==> config.mk <==
export PLATFORM = sky130hd
export DESIGN_NAME = taylor_sine_approx
export DESIGN_NICKNAME = d
export VERILOG_FILES = /design/src/sv/tsa_pkg.sv /design/src/sv/tsa_sequencer.sv /design/src/sv/tsa_datapath.sv /design/src/sv/taylor_sine_approx.sv
export SDC_FILE = /design/constraint.sdc
export NUM_CORES = 2
export LEC_CHECK = 0
export BUFFER_PORTS_ARGS = -buffer_cell sky130_fd_sc_hd__clkbuf_2
export CORE_UTILIZATION = 59
export DETAILED_ROUTE_END_ITERATION = 7
export HOLD_SLACK_MARGIN = 0.03
export PLACE_DENSITY = 0.79
export SLEW_MARGIN = 20
export SYNTH_ARGS = -nofsm -noshare
export SYNTH_HDL_FRONTEND = slang
export SYNTH_SLANG_ARGS = --single-unit
==> constraint.sdc <==
create_clock -name clk -period 12.35 [get_ports clk]
set_input_delay 1.8525 -clock clk [delete_from_list [all_inputs] [get_ports clk]]
set_output_delay 1.8525 -clock clk [all_outputs]
set_load 0.01 [all_outputs]
==> src/sv/tsa_pkg.sv <==
// Shared types, constants, microcode program and reciprocal table for the sine block.
package tsa_pkg;

    // Field and datapath widths
    localparam int ANGLE_W = 32;
    localparam int SINE_W  = 48;
    localparam int TC_W    = 4;
    localparam int XMAG_W  = 32;
    localparam int X2_W    = 35;
    localparam int TERM_W  = 47;
    localparam int RCP_W   = 30;
    localparam int HALF_W  = 24;
    localparam int PROD_W  = HALF_W + X2_W;
    localparam int ACC_W   = TERM_W + X2_W + 3;
    localparam int STEP_W  = 4;

    // Series length
    localparam int MAX_TERMS = 10;
    localparam logic [TC_W-1:0] TC_RESET = TC_W'(5);
    localparam logic [TC_W-1:0] TC_MAX   = TC_W'(MAX_TERMS);
    localparam logic [TC_W-1:0] TC_MIN   = TC_W'(1);

    // Configuration port
    localparam int PADDR_W = 3;
    localparam int PDATA_W = 32;
    localparam logic REG_TERM_COUNT = 1'b0;

    // Rounding and clamp constants
    localparam logic [ACC_W-1:0]  RND_Q28  = ACC_W'(1) << 27;
    localparam logic [ACC_W-1:0]  RND_Q32  = ACC_W'(1) << 31;
    localparam logic [TERM_W-1:0] TERM_LIM = {TERM_W{1'b1}};
    localparam logic signed [SINE_W-1:0] SUM_MAX = {1'b0, {(SINE_W-1){1'b1}}};
    localparam logic signed [SINE_W-1:0] SUM_MIN = {1'b1, {(SINE_W-1){1'b0}}};

    typedef enum logic [0:0] { A_XMAG, A_TMAG } a_sel_t;
    typedef enum logic [1:0] { B_XMAG, B_X2, B_RECIP } b_sel_t;
    typedef enum logic [1:0] { MUL_NONE, MUL_LO, MUL_HI } mul_op_t;
    typedef enum logic [1:0] { DEST_NONE, DEST_X2, DEST_TMAG } dest_t;
    typedef enum logic [1:0] { JMP_NEXT, JMP_ALWAYS, JMP_IF_LAST } jmp_t;

    // One microcode word
    typedef struct packed {
        a_sel_t              a_sel;
        b_sel_t              b_sel;
        mul_op_t             mul_op;
        logic                shift32;
        dest_t               dest;
        logic                flag_sat;
        logic                flip_sign;
        logic                add_term;
        logic                wait_in;
        logic                wait_out;
        jmp_t                jmp;
        logic [STEP_W-1:0]   target;
    } ctrl_t;

    typedef struct packed {
        logic last;
    } status_t;

    // Program addresses
    localparam logic [STEP_W-1:0] STEP_WAIT   = 4'd0;
    localparam logic [STEP_W-1:0] STEP_SQ_LO  = 4'd1;
    localparam logic [STEP_W-1:0] STEP_SQ_HI  = 4'd2;
    localparam logic [STEP_W-1:0] STEP_SQ_RND = 4'd3;
    localparam logic [STEP_W-1:0] STEP_ADD    = 4'd4;
    localparam logic [STEP_W-1:0] STEP_MX_HI  = 4'd5;
    localparam logic [STEP_W-1:0] STEP_MX_RND = 4'd6;
    localparam logic [STEP_W-1:0] STEP_MR_LO  = 4'd7;
    localparam logic [STEP_W-1:0] STEP_MR_HI  = 4'd8;
    localparam logic [STEP_W-1:0] STEP_MR_RND = 4'd9;
    localparam logic [STEP_W-1:0] STEP_DONE   = 4'd10;

    // Microcode ROM
    function automatic ctrl_t ucode(input logic [STEP_W-1:0] step);
        ctrl_t cw;
        cw = '0;
        case (step)
            STEP_WAIT:
            begin
                cw.wait_in = 1'b1;
            end
            STEP_SQ_LO:
            begin
                cw.a_sel  = A_XMAG;
                cw.b_sel  = B_XMAG;
                cw.mul_op = MUL_LO;
            end
            STEP_SQ_HI:
            begin
                cw.a_sel  = A_XMAG;
                cw.b_sel  = B_XMAG;
                cw.mul_op = MUL_HI;
            end
            STEP_SQ_RND:
            begin
                cw.dest = DEST_X2;
            end
            STEP_ADD:
            begin
                cw.add_term = 1'b1;
                cw.a_sel    = A_TMAG;
                cw.b_sel    = B_X2;
                cw.mul_op   = MUL_LO;
                cw.jmp      = JMP_IF_LAST;
                cw.target   = STEP_DONE;
            end
            STEP_MX_HI:
            begin
                cw.a_sel  = A_TMAG;
                cw.b_sel  = B_X2;
                cw.mul_op = MUL_HI;
            end
            STEP_MX_RND:
            begin
                cw.dest     = DEST_TMAG;
                cw.flag_sat = 1'b1;
            end
            STEP_MR_LO:
            begin
                cw.a_sel   = A_TMAG;
                cw.b_sel   = B_RECIP;
                cw.mul_op  = MUL_LO;
                cw.shift32 = 1'b1;
            end
            STEP_MR_HI:
            begin
                cw.a_sel   = A_TMAG;
                cw.b_sel   = B_RECIP;
                cw.mul_op  = MUL_HI;
                cw.shift32 = 1'b1;
            end
            STEP_MR_RND:
            begin
                cw.dest      = DEST_TMAG;
                cw.shift32   = 1'b1;
                cw.flag_sat  = 1'b1;
                cw.flip_sign = 1'b1;
                cw.jmp       = JMP_ALWAYS;
                cw.target    = STEP_ADD;
            end
            STEP_DONE:
            begin
                cw.wait_out = 1'b1;
                cw.jmp      = JMP_ALWAYS;
                cw.target   = STEP_WAIT;
            end
            default:
            begin
                cw.jmp    = JMP_ALWAYS;
                cw.target = STEP_WAIT;
            end
        endcase
        return cw;
    endfunction

    // round(2^32 / ((2i)(2i+1))) for i = k+1
    function automatic logic [RCP_W-1:0] recip(input logic [TC_W-1:0] k);
        logic [RCP_W-1:0] r;
        case (k)
            4'd0:    r = 30'd715827883;
            4'd1:    r = 30'd214748365;
            4'd2:    r = 30'd102261126;
            4'd3:    r = 30'd59652324;
            4'd4:    r = 30'd39045157;
            4'd5:    r = 30'd27531842;
            4'd6:    r = 30'd20452225;
            4'd7:    r = 30'd15790321;
            4'd8:    r = 30'd12558384;
            default: r = '0;
        endcase
        return r;
    endfunction

endpackage

==> src/sv/tsa_sequencer.sv <==
// Step counter and microcode fetch for the sine block.
module tsa_sequencer
(
    input  logic            clk,
    input  logic            rst_n,
    input  logic            in_valid,
    input  logic            out_free,
    input  tsa_pkg::status_t status,
    output tsa_pkg::ctrl_t  cw,
    output logic            in_ready,
    output logic            out_load
);
    import tsa_pkg::*;

    logic [STEP_W-1:0] pc_reg;
    logic [STEP_W-1:0] pc_next;
    logic              hold;

    always_ff @(posedge clk or negedge rst_n)
    begin
        if (!rst_n)
        begin
            pc_reg <= STEP_WAIT;
        end
        else
        begin
            pc_reg <= pc_next;
        end
    end

    always_comb
    begin
        cw       = ucode(pc_reg);
        in_ready = cw.wait_in;
        out_load = cw.wait_out && out_free;
        hold     = (cw.wait_in && !in_valid) || (cw.wait_out && !out_free);
        pc_next  = pc_reg;
        if (!hold)
        begin
            case (cw.jmp)
                JMP_NEXT:    pc_next = pc_reg + STEP_W'(1);
                JMP_ALWAYS:  pc_next = cw.target;
                JMP_IF_LAST: pc_next = status.last ? cw.target : pc_reg + STEP_W'(1);
                default:     pc_next = STEP_WAIT;
            endcase
        end
    end

endmodule

==> src/sv/tsa_datapath.sv <==
// Shared multiplier, rounding clamp, term and sum registers of the sine block.
module tsa_datapath
(
    input  logic                                 clk,
    input  tsa_pkg::ctrl_t                       cw,
    input  logic                                 in_fire,
    input  logic signed [tsa_pkg::ANGLE_W-1:0]   angle,
    input  logic [tsa_pkg::TC_W-1:0]             term_count,
    output tsa_pkg::status_t                     status,
    output logic signed [tsa_pkg::SINE_W-1:0]    sum,
    output logic                                 sat
);
    import tsa_pkg::*;

    logic [XMAG_W-1:0]         xmag_reg;
    logic [X2_W-1:0]           x2_reg;
    logic [TERM_W-1:0]         tmag_reg;
    logic                      tneg_reg;
    logic signed [SINE_W-1:0]  sum_reg;
    logic                      sat_reg;
    logic [TC_W-1:0]           cnt_reg;
    logic [ACC_W-1:0]          acc_reg;

    logic [TERM_W-1:0]         a_op;
    logic [X2_W-1:0]           b_op;
    logic [HALF_W-1:0]         half;
    logic [PROD_W-1:0]         prod;
    logic [ACC_W-1:0]          acc_next;
    logic [ACC_W-1:0]          shifted;
    logic                      ovf;
    logic [TERM_W-1:0]         rnd_val;
    logic signed [SINE_W:0]    sum_raw;
    logic signed [SINE_W-1:0]  sum_next;
    logic [TC_W-1:0]           n_eff;

    // Clamp the term count into the supported range
    always_comb
    begin
        if (term_count < TC_MIN)
        begin
            n_eff = TC_MIN;
        end
        else if (term_count > TC_MAX)
        begin
            n_eff = TC_MAX;
        end
        else
        begin
            n_eff = term_count;
        end
        status.last = (cnt_reg + TC_W'(1)) == n_eff;
    end

    // Two passes per product: low half of a plus rounding bias, then high half
    always_comb
    begin
        a_op = (cw.a_sel == A_TMAG) ? tmag_reg : TERM_W'(xmag_reg);
        case (cw.b_sel)
            B_XMAG:  b_op = X2_W'(xmag_reg);
            B_X2:    b_op = x2_reg;
            B_RECIP: b_op = X2_W'(recip(cnt_reg - TC_W'(1)));
            default: b_op = '0;
        endcase
        half = (cw.mul_op == MUL_HI) ? HALF_W'(a_op[TERM_W-1:HALF_W]) : a_op[HALF_W-1:0];
        prod = PROD_W'(half) * PROD_W'(b_op);
        case (cw.mul_op)
            MUL_LO:  acc_next = ACC_W'(prod) + (cw.shift32 ? RND_Q32 : RND_Q28);
            MUL_HI:  acc_next = acc_reg + (ACC_W'(prod) << HALF_W);
            default: acc_next = acc_reg;
        endcase
    end

    // Drop the fraction and clamp the magnitude
    always_comb
    begin
        shifted = cw.shift32 ? (acc_reg >> 32) : (acc_reg >> 28);
        ovf     = |shifted[ACC_W-1:TERM_W];
        rnd_val = ovf ? TERM_LIM : shifted[TERM_W-1:0];
    end

    // Signed accumulate with saturation
    always_comb
    begin
        if (tneg_reg)
        begin
            sum_raw = {sum_reg[SINE_W-1], sum_reg} - signed'({2'b00, tmag_reg});
        end
        else
        begin
            sum_raw = {sum_reg[SINE_W-1], sum_reg} + signed'({2'b00, tmag_reg});
        end
        case (sum_raw[SINE_W:SINE_W-1])
            2'b01:   sum_next = SUM_MAX;
            2'b10:   sum_next = SUM_MIN;
            default: sum_next = sum_raw[SINE_W-1:0];
        endcase
    end

    always_ff @(posedge clk)
    begin
        acc_reg <= acc_next;
        if (in_fire)
        begin
            xmag_reg <= angle[ANGLE_W-1] ? XMAG_W'(-angle) : XMAG_W'(angle);
            // zero-extend the magnitude: the most negative angle has bit 31 set
            tmag_reg <= angle[ANGLE_W-1] ? TERM_W'(unsigned'(XMAG_W'(-angle)))
                                         : TERM_W'(unsigned'(XMAG_W'(angle)));
            tneg_reg <= angle[ANGLE_W-1];
            sum_reg  <= '0;
            sat_reg  <= 1'b0;
            cnt_reg  <= '0;
        end
        else
        begin
            if (cw.dest == DEST_X2)
            begin
                x2_reg <= rnd_val[X2_W-1:0];
            end
            if (cw.dest == DEST_TMAG)
            begin
                tmag_reg <= rnd_val;
            end
            if (cw.flip_sign)
            begin
                tneg_reg <= ~tneg_reg;
            end
            if (cw.add_term)
            begin
                sum_reg <= sum_next;
                cnt_reg <= cnt_reg + TC_W'(1);
            end
            if ((cw.flag_sat && ovf) ||
                (cw.add_term && (sum_raw[SINE_W] != sum_raw[SINE_W-1])))
            begin
                sat_reg <= 1'b1;
            end
        end
    end

    assign sum = sum_reg;
    assign sat = sat_reg;

endmodule

==> src/sv/taylor_sine_approx.sv <==
// Top level of the microcoded Taylor series sine block with its register port.
//
//   channel   direction  handshake            payload
//   input     in         in_valid / in_ready   angle (Q3.28, signed)
//   result    out        out_valid / out_ready sine_value (Q19.28, signed), saturated
//   config    in/out     psel/penable/pwrite   paddr, pwdata, prdata, pready
//
// An item runs through these steps from one accepted transfer to the earliest
// next one: one to take the angle, three for x squared, six for each further
// term up to the clamped term count (the add shares its cycle with the
// low pass of the product by x squared, then the high pass and a clamp step,
// then the same three for the reciprocal), the last add and the hand-off
// step, all through the single 24x35 multiplier. Reset clears the step
// counter, the result valid flag and sets term_count to 5. A stalled result
// is held in the output register while the next angle is taken; only the
// final hand-off step waits for the output register to drain.
module taylor_sine_approx
(
    input  logic                                clk,
    input  logic                                rst_n,
    input  logic                                in_valid,
    output logic                                in_ready,
    input  logic signed [tsa_pkg::ANGLE_W-1:0]  angle,
    output logic                                out_valid,
    input  logic                                out_ready,
    output logic signed [tsa_pkg::SINE_W-1:0]   sine_value,
    output logic                                saturated,
    input  logic                                psel,
    input  logic                                penable,
    input  logic                                pwrite,
    input  logic [tsa_pkg::PADDR_W-1:0]         paddr,
    input  logic [tsa_pkg::PDATA_W-1:0]         pwdata,
    output logic [tsa_pkg::PDATA_W-1:0]         prdata,
    output logic                                pready
);
    import tsa_pkg::*;

    logic [TC_W-1:0]           term_count_reg;
    logic                      out_valid_reg;
    logic signed [SINE_W-1:0]  sine_value_reg;
    logic                      saturated_reg;

    ctrl_t                     cw;
    status_t                   status;
    logic                      in_fire;
    logic                      out_free;
    logic                      out_load;
    logic signed [SINE_W-1:0]  sum;
    logic                      sat;
    logic                      cfg_wr;

    // Register port: one register, pready always high
    assign pready = 1'b1;
    assign cfg_wr = psel && penable && pwrite;
    assign prdata = (paddr[2] == REG_TERM_COUNT) ? PDATA_W'(term_count_reg) : '0;

    always_ff @(posedge clk or negedge rst_n)
    begin
        if (!rst_n)
        begin
            term_count_reg <= TC_RESET;
        end
        else if (cfg_wr && (paddr[2] == REG_TERM_COUNT))
        begin
            term_count_reg <= pwdata[TC_W-1:0];
        end
    end

    // Output register frees up when empty or when its transfer completes
    assign out_free = !out_valid_reg || out_ready;
    assign in_fire  = in_valid && in_ready;

    tsa_sequencer u_seq
    (
        .clk      (clk),
        .rst_n    (rst_n),
        .in_valid (in_valid),
        .out_free (out_free),
        .status   (status),
        .cw       (cw),
        .in_ready (in_ready),
        .out_load (out_load)
    );

    tsa_datapath u_dp
    (
        .clk        (clk),
        .cw         (cw),
        .in_fire    (in_fire),
        .angle      (angle),
        .term_count (term_count_reg),
        .status     (status),
        .sum        (sum),
        .sat        (sat)
    );

    // Hold the result until the downstream side takes it
    always_ff @(posedge clk or negedge rst_n)
    begin
        if (!rst_n)
        begin
            out_valid_reg <= 1'b0;
        end
        else if (out_load)
        begin
            out_valid_reg <= 1'b1;
        end
        else if (out_ready)
        begin
            out_valid_reg <= 1'b0;
        end
    end

    always_ff @(posedge clk)
    begin
        if (out_load)
        begin
            sine_value_reg <= sum;
            saturated_reg  <= sat;
        end
    end

    assign out_valid  = out_valid_reg;
    assign sine_value = sine_value_reg;
    assign saturated  = saturated_reg;

endmodule
==> load_flow_metrics.sql <==
INSERT INTO impl_metrics (metric_group, metric, value, unit) VALUES
('route', 'initialDrtViolationCount', '4468', ''),
('grt', 'global_route.overflow_total', '0', ''),
('min_path', 'hp-class', 'reg -> reg', ''),
('die', 'start_util', '0.595', ''),
('timing', 'maxSlewHeadroom', '0.315', ''),
('placement', 'io_buf_count', '98', ''),
('route', 'routedWlPerCell', '23.0', 'um'),
('grt', 'groute.layer.met1.usage', '0.487', ''),
('grt', 'antenna_violations_before_repair', '7', ''),
('critical_path', 'critical_path_peak_fanout', '23', ''),
('die', 'chipHeight', '287', 'um'),
('synthesis', 'yosysUniqueCellTypes', '102', ''),
('synthesis', 'synth.avg_cell_area', '8.62', 'sq um'),
('synthesis', 'synth_enable_flop_cells', '225', ''),
('timing', 'post-route-period-util', '0.971', ''),
('cells_and_area', 'largest_reg_flops', '61', ''),
('timing', 'min_period', '11.99', 'ns'),
('critical_path', 'slowest_delay', '0.55', 'ns'),
('run', 'drv.max_cap_violation_count', '0', ''),
('clock_tree', 'cts.hold.buffers_added', '0', ''),
('timing', 'tightestPinTransition', '1.02', 'ns'),
('critical_path', 'critPathKind', 'reg -> reg', ''),
('critical_path', 'endpoint_kind', 'flop', ''),
('route', 'finalWirelength', '154000', 'um'),
('critical_path', 'crit_path_top_delay_cell', 'o21a_1', ''),
('critical_path', 'cp-start-kind', 'flop', ''),
('clock_tree', 'cts_tree', 'built', ''),
('synthesis', 'synthTopCellsByArea', 'fa_1, edfxtp_1, ha_1', ''),
('grt', 'gr-usage-met2', '0.585', ''),
('die', 'die_area', '82300', 'sq um'),
('grt', 'grt_max_degree', '81', ''),
('clock_tree', 'cts_max_path_bufs', '3', ''),
('clock_tree', 'number_of_clock_buffers_inserted_by_tritoncts', '28', ''),
('synthesis', 'ys_warn_count', '0', ''),
('route', 'avgViaCountPerCell', '6.11', ''),
('grt', 'groute.layer.met3.usage', '0.103', ''),
('timing', 'timing.final.hold_violations', '0', ''),
('clock_tree', 'cts_max_level', '1', ''),
('grt', 'first_pass_grt_wire_length', '235000', 'um'),
('grt', 'vias_in_the_first_global_route', '40100', ''),
('synthesis', 'synth_cells', '5553', ''),
('synthesis', 'postSynth.asyncResetShare', '0.0314', ''),
('die', 'fp-row-count', '104', ''),
('timing', 'tns', '0', 'ns'),
('grt', 'grt_usage', '0.377', ''),
('synthesis', 'yosys_reg_bits', '287', ''),
('critical_path', 'most_used_cell_along_the_critical_path', 'inv_1', ''),
('status', 'outcome', 'complete, no violations', ''),
('timing', 'top_achievable_clock_speed', '83.4', 'MHz'),
('cells_and_area', 'layout-drive-gt1-share', '0.0792', ''),
('placement', 'dp.final_hpwl', '124000', 'um'),
('synthesis', 'postSynth.topFlopCell', 'edfxtp_1', ''),
('clock_tree', 'path_clk_slew', '0.07', 'ns'),
('clock_tree', 'worstSkewPairLatency', '0.60', 'ns'),
('cells_and_area', 'syn2layout_area_growth', '6.88', '%'),
('die', 'num_io_pins', '158', ''),
('synthesis', 'share_of_yosys_cell_area_claimed_by_the_top_area_cell_type', '0.304', ''),
('timing', 'finalSetupViolCount', '0', ''),
('clock_tree', 'cts_num_sinks', '287', ''),
('route', 'antenna_left', '0', ''),
('route', 'route.vias.total', '40900', ''),
('critical_path', 'rrSetupSlack', '0.36', 'ns'),
('critical_path', 'required', '12.67', 'ns'),
('die', 'core', '80400', 'sq um'),
('synthesis', 'seq_area_frac_synth', '0.168', ''),
('placement', 'globalplace.congestion', '1.06', ''),
('synthesis', 'post_synth_instance_area', '47900', 'sq um'),
('timing', 'slew_viol_final', '0', ''),
('critical_path', 'cp.arrival', '12.31', 'ns'),
('timing', 'skew', '0.0203', 'ns'),
('route', 'detail_route.drc_violations', '0', ''),
('die', 'fp.dieW', '287', 'um'),
('grt', 'grt_max_usage_layer', 'met2', ''),
('clock_tree', 'cts.root.buffer_cell', 'clkbuf_16', ''),
('synthesis', 'synth_largest_area_cell', 'fa_1', ''),
('route', 'dr.pass1.iters', '8', ''),
('cells_and_area', 'finish.net_count', '6724', '');
worst max-delay path, delay by kind of cell (launching register included):
| family | cells | cell delay (ns) |
|---|---|---|
| fa+ha+maj | 10 | 4.55 |
| buf+inv | 11 | 1.13 |
| xor+xnor | 2 | 0.46 |
| simple gates | 6 | 0.74 |
| compound gates | 15 | 4.36 |
| flops | 1 | 0.43 |
cell usage in the layout, fill, tap and decap left out, types with 14 or more instances in the layout:
master / n
inv_1: 864
nand2_1: 838
fa_1: 726
nor2_1: 546
ha_1: 313
a21oi_1: 283
edfxtp_1: 225
buf_4: 185
xnor2_1: 178
o21ai_0: 174
a21o_1: 124
clkbuf_2: 98
a31oi_1: 80
mux2i_1: 74
xor2_1: 70
nand3_1: 65
nor3_1: 64
and2_1: 54
dfxtp_1: 53
nand4_1: 49
o21a_1: 35
o21bai_1: 30
conb_1: 29
clkbuf_16: 28
nor2b_1: 27
o211ai_1: 24
and3_1: 22
nand2b_1: 22
or3_1: 21
nor4_1: 16
o21ai_1: 15
a211oi_1: 14
o31ai_1: 14
o22ai_1: 14
cells by family after synthesis:
kind of cell	after synthesis	synth area share
buffers and inverters	1162	0.0958
DFF	287	0.168
xor gates and xnor gates	251	0.0465
adders and majority gates	1043	0.386
and+or+nand+nor	1784	0.160
muxes	90	0.0199
other	2	0.000157
AOI/OAI and AO/OA	934	0.123
what timing repair did:
item	CTS	global route
endpoints found under the hold margin	0	0
setup endpoints to repair	0	24
gates resized for setup	0	29
setup buffers	0	3
final timing paths:
path / startpoint / endpoint / cells past startpoint
max in group asynchronous: rst_n / term_count_reg[2] / 1
setup reg to reg: u_seq.pc_reg[0] / u_dp.acc_reg[77] / 44
setup / recovery: u_seq.pc_reg[0] / u_dp.acc_reg[77] / 44
hold reg to reg: u_dp.sum[20] / sine_value[20] / 0
hold / removal: u_dp.sum[20] / sine_value[20] / 0
min in group asynchronous: rst_n / u_seq.pc_reg[2] / 1
layout make-up:
cell class,instances,area [sq um]
Clock buffer,33,739
Timing Repair Buffer,291,2010
Multi-Input combinational cell,4131,35600
Fill cell,6727,29300
Clock inverter,18,185
Inverter,868,3260
Antenna cell,4,10.0
Sequential cell,287,8050
Tap cell,1060,1330
metal layers:
layer,vias to the layer above,part of all wire
met5,-,0.00017
met4,4,0.066
met2,2420,0.45
met1,20000,0.37
li1,18000,-
met3,530,0.12
per-stage QoR:
stage	cell area [sq um]	utilization	std cells	setup slack (ns)	hold WS [ns]
global route	51200	0.636	6688	-0.000917	0.489
CTS	51000	0.635	6685	0.235	0.465
global placement	50100	0.623	6633	0.481	0.453
floorplan	48000	-	5580	0.662	0.410
finish	51200	0.636	6692	0.364	0.471
detailed placement	50100	0.623	6634	0.317	0.452
cells in the mapped netlist, types with 49 or more instances:
cell,count
inv_1,866
o21ai_0,180
ha_1,317
mux2i_1,77
fa_1,726
a21o_1,125
nor3_1,64
a31oi_1,84
dfxtp_1,53
nand4_1,49
nor2_1,549
clkbuf_1,229
nand2_1,839
and2_1,54
a21oi_1,285
xnor2_1,179
xor2_1,70
nand3_1,66
edfxtp_1,225
Power is not shown: default switching activity piles up to over one toggle a cycle in this logic, so the estimate is an artifact.
